<file path="config.mk">
export PLATFORM = sky130hd
export DESIGN_NAME = mcbq_ram
export DESIGN_NICKNAME = d
export VERILOG_FILES = /design/src/rtl/mcbq_ram.sv
export SDC_FILE = /design/constraint.sdc
export NUM_CORES = 1
export LEC_CHECK = 0
export BUFFER_PORTS_ARGS = -buffer_cell sky130_fd_sc_hd__buf_2
export CAP_MARGIN = 20
export CORE_AREA = 2 2 106 108
export CTS_BUF_LIST = sky130_fd_sc_hd__clkbuf_4 sky130_fd_sc_hd__clkbuf_8
export CTS_CLUSTER_SIZE = 16
export DETAILED_ROUTE_END_ITERATION = 10
export DIE_AREA = 0 0 108 110
export PLACE_DENSITY = 0.76
export SYNTH_ARGS = -nofsm -noshare
export SYNTH_HDL_FRONTEND = slang
export SYNTH_SLANG_ARGS = --single-unit
</file>
<file path="constraint.sdc">
create_clock -name clock -period 3.3 [get_ports clock]
set_clock_uncertainty 0.15 [all_clocks]
set_input_delay 0.495 -clock clock [delete_from_list [all_inputs] [get_ports clock]]
set_output_delay 0.495 -clock clock [all_outputs]
set_load 0.05 [all_outputs]
</file>
<file path="src/rtl/mcbq_ram.sv">
// Generic single-port-write, single-port-read RAM with registered read data.
module mcbq_ram #(
   parameter int WIDTH = 8,
   parameter int DEPTH = 16,
   localparam int ADDR_W = (DEPTH > 1) ? $clog2(DEPTH) : 1
) (
   input  logic              clock,
   input  logic              wr_en,
   input  logic [ADDR_W-1:0] wr_addr,
   input  logic [WIDTH-1:0]  wr_data,
   input  logic              rd_en,
   input  logic [ADDR_W-1:0] rd_addr,
   output logic [WIDTH-1:0]  rd_data
);

   logic [WIDTH-1:0] mem [DEPTH];
   logic [WIDTH-1:0] rd_data_ff;

   always_ff @(posedge clock) begin
      if (wr_en) begin
         mem[wr_addr] <= wr_data;
      end
      if (rd_en) begin
         rd_data_ff <= mem[rd_addr];
      end
   end

   assign rd_data = rd_data_ff;

endmodule

</file>
# Word level (Yosys, flattened, before mapping)
# Memory sizes are Yosys's and may differ from the RTL's. A register that Yosys moved wholly into a read port is not among the register bits.
# Cells that the tools add are included.
[totals]
register_bits = 0
ramBits = 128
inputBits = 19
out_inout_bits = 8
memories = 1
[op_classes]
mux = 2
[memory_table]
columns = ["name", "words", "width", "rd", "rd_ports_with_merged_regs", "wr", "line", "rtl"]
rows = [
  ["mem", 16, 8, 1, 1, 1, "16", "logic [WIDTH-1:0] mem [DEPTH];"],
]
[ops]
columns = ["op", "n"]
rows = [
  ["$mux W1", 2],
]

# Logic depth before layout (Yosys ltp)
[depth]
word_depth = 2
ltp_mapped = 5
ltp_nobuf = 3

# Least setup slack after synthesis
# No wires, ideal clock.
[synth_timing]
path_type = "input to register"
start = "input port wr_addr[2]"
end = "memory mem[0][0], enable pin"
setup_time_ns = 0.383
t_arrival_ns = 1.605
required_ns = 2.767
setup_slack_ns = 1.162
path_stages = 2
path_cell_list = "or3b_2 nor3_1"
[synth_lines]
columns = ["element", "line", "rtl"]
rows = [
  ["from (decl)", "9", "input logic [ADDR_W-1:0] wr_addr,"],
  ["to (decl)", "16", ""],
]
# Straight into the memory's write port.

==> flow_summary.json <==
{
  "power_leakage_uw": 0.001917,
  "drc_errors": 0,
  "holdPathStages": 1,
  "rsz0062_at_grt": "false",
  "syn_area_um2": 5228,
  "insertion_delay_ps": 430,
  "cp_max_fo": 18,
  "ant_nets": 0,
  "maxCapViolations": 0,
  "crit_arrival_ps": 1880,
  "hp-start": "rd_en",
  "relSlewSlack": 0.3512,
  "setup_viol": 0,
  "internal_power_uw": 2579,
  "synth_top_family_by_area": "multiplexers",
  "avgViaCountPerCell": 5.755,
  "required_ps": 3310,
  "holdBufCountCts": 0,
  "synth-compound-area-share": 0.02298,
  "swShare": 0.2084,
  "grt.total_usage": 0.1845,
  "powerDensity_nw_per_um2": 559.9,
  "reg2reg_from": "mem[9][3]",
  "final_max_slew_viol_count": 0,
  "hpwl_mm": 6.176,
  "stdcell_count": 421,
  "io_buffers": 26,
  "slowest_stage": "mux4_1",
  "syn_nets": 248,
  "synthCells": 229,
  "post-route-period-util": 0.5658,
  "hold_viol_final": 0,
  "switching_power_uw": 679.1,
  "synth_xor_area_frac": 0,
  "path_cells": "buf_2, buf_4, mux4_1, a22oi_1, nand2_1",
  "cp-end-kind": "flip-flop",
  "grt_pass1_vias": 2471,
  "yosys.area_share.simple": 0.03135,
  "placementRows": 38,
  "grt_start_max_net_pins": 33,
  "ir_worst_vdd_uv": 244.3,
  "gp_congestion": 0.7678,
  "via_count": 2423,
  "hold_class": "primary input to flip-flop",
  "r2r_end": "rd_data[3]",
  "n_fill_cell": 815,
  "drt-pass1-iter-count": 4,
  "synth.distinct_cells": 18,
  "cts-root-buf": "clkbuf_8",
  "diodes": 0,
  "tritoncts": "yes",
  "core_area_um2": 10700,
  "final_area_um2": 5819,
  "die_h_um": 110,
  "grt_pass1_wl_mm": 14.75,
  "synth_fa_ha_area_frac": 0,
  "tns_ps": 0,
  "start_kind": "primary input",
  "finalCriticalPeriod_ps": 1867,
  "avgSynthCellArea_um2": 22.83,
  "worst_slew_pin_slew_ps": 969.7,
  "ctsResizeCount": 0,
  "post_cts_buffers": 0,
  "place_area_um2": 5514,
  "clockPowerShare": 0.339,
  "dp_cells": 394,
  "pwr-share-comb": 0.060,
  "synth_top_area_frac": 0.7812,
  "cts_buffers": 17,
  "initial_core_util": 0.4887,
  "ys_ff_latch": 136,
  "cts_buffer_depth": 2,
  "synth_mux_area_frac": 0.1479,
  "ff2ff_setup_slack_ps": 1630,
  "critical_path_class": "primary input to flip-flop",
  "max_freq_mhz": 535.6,
  "grt_overflow": 0,
  "holdPathEnd": "rd_data[4]",
  "synth_area_leaders": "edfxtp_1 (78%), mux4_2 (7.8%), mux4_1 (7.0%)",
  "drt-initial-drc-count": 189,
  "p_seq_frac": 0.601,
  "wl_per_cell_um": 23.46,
  "dieArea_um2": 11880,
  "antenna_found_initial": 1,
  "drive_above_1_share": 0.2705,
  "cts_sinks": 136,
  "nets": 292,
  "num_io_pins": 27,
  "drt_wl_total_mm": 9.877,
  "clk_pin_slew_ps": 70,
  "cp_slowest_stage_delay_ps": 590,
  "status": "finished, final reports clean",
  "syn_to_final_growth_pct": 11.32,
  "htreeDepth": 4,
  "rr_worst_depth": 3,
  "yosysSeqAreaShare": 0.7812,
  "synth_warnings": 0,
  "fin_hold_ws_ps": 294.7,
  "die_w_um": 108,
  "yosys.area.top_type": "edfxtp_1"
}
-- sequential cells by signal, summed over array words and instances, names as in the netlist --
signal   count
mem        128
rd_data      8
-- cell usage in the layout, fill, tap and decap left out, drive strengths merged --
cell type,n
a22oi,16
and2,1
and2b,1
buf,35
bufinv,1
clkbuf,18
clkinv,8
edfxtp,136
mux4,32
nand2,9
nand2b,2
nand3,1
nand3b,2
nor2,13
nor2b,1
nor3,4
or3b,1
-- area by class of cell --
cell class	count	area, um^2	area share
sequential	136	4084	0.7018
multi-input combinational	83	1057	0.1817
clock buffer	18	241.5	0.04150
timing repair buffer	35	197.7	0.03397
tap	140	175.2	0.03010
clock inverter	9	63.81	0.01097
-- per-stage QoR --
step	util	setup slack (ps)	power, uW
5_1_grt	0.5440	1368	3356
3_5_place_dp	0.5154	972.7	2193
3_3_place_gp	0.5154	952.9	2186
6_report	0.5440	1433	3258
4_1_cts	0.5440	1447	3288
2_1_floorplan	-	1162	2118
-- power by group through the flow --
stage / sequential, uW / clock, uW / combinational [uW]
floorplan: 2020 / 0 / 98.2
global placement: 1990 / 0 / 194
detailed placement: 1990 / 0 / 198
CTS: 1960 / 1130 / 199
global route: 1960 / 1190 / 210
finish: 1960 / 1110 / 195
-- worst max-delay path, delay by kind of cell --
| kind | cells | cell delay, ps |
|---|---|---|
| AOI/OAI and AO/OA | 1 | 310 |
| buffers and inverters | 2 | 390 |
| muxes | 1 | 590 |
| and+or+nand+nor | 1 | 80 |
-- metal layers --
metal  vias to the layer above  wire length (um)  global-route usage
li1                       1061                 -                   -
met1                      1244              3951              0.2483
met2                       103              5095              0.2898
met3                        13               679             0.05644
met4                         2               136             0.06593
met5                         -                13                   0
-- how the worst max path moves through the flow --
stage	to	start	slack (ps)	cells past startpoint
floorplan	mem[0][0]	wr_addr[2]	1160	2
global route	rd_data[2]	rd_addr[1]	1370	4
finish	rd_data[3]	rd_addr[0]	1430	5
global placement	rd_data[3]	rd_addr[0]	950	5
detailed placement	rd_data[4]	rd_addr[1]	970	4
CTS	rd_data[4]	rd_addr[1]	1450	4
-- kinds of logic (layout without fill, tap and decap cells) --
kind of cell           Yosys count  in the layout
AO/OA/AOI/OAI                   16             16
buffers and inverters           10             62
flip-flops                     136            136
multiplexers                    32             32
AND/OR/NAND/NOR                 35             35
-- cells in the mapped netlist --
master,n
and2_1,1
nor3_1,4
buf_6,3
nand3b_1,2
nor2_1,13
nor2b_1,1
a22oi_1,16
and2b_1,1
buf_4,1
edfxtp_1,136
clkdlybuf4s25_2,3
nand3_1,1
or3b_2,1
nand2b_1,2
mux4_1,14
mux4_2,18
buf_2,3
nand2_1,9
Power figures use the tool's default switching activity.
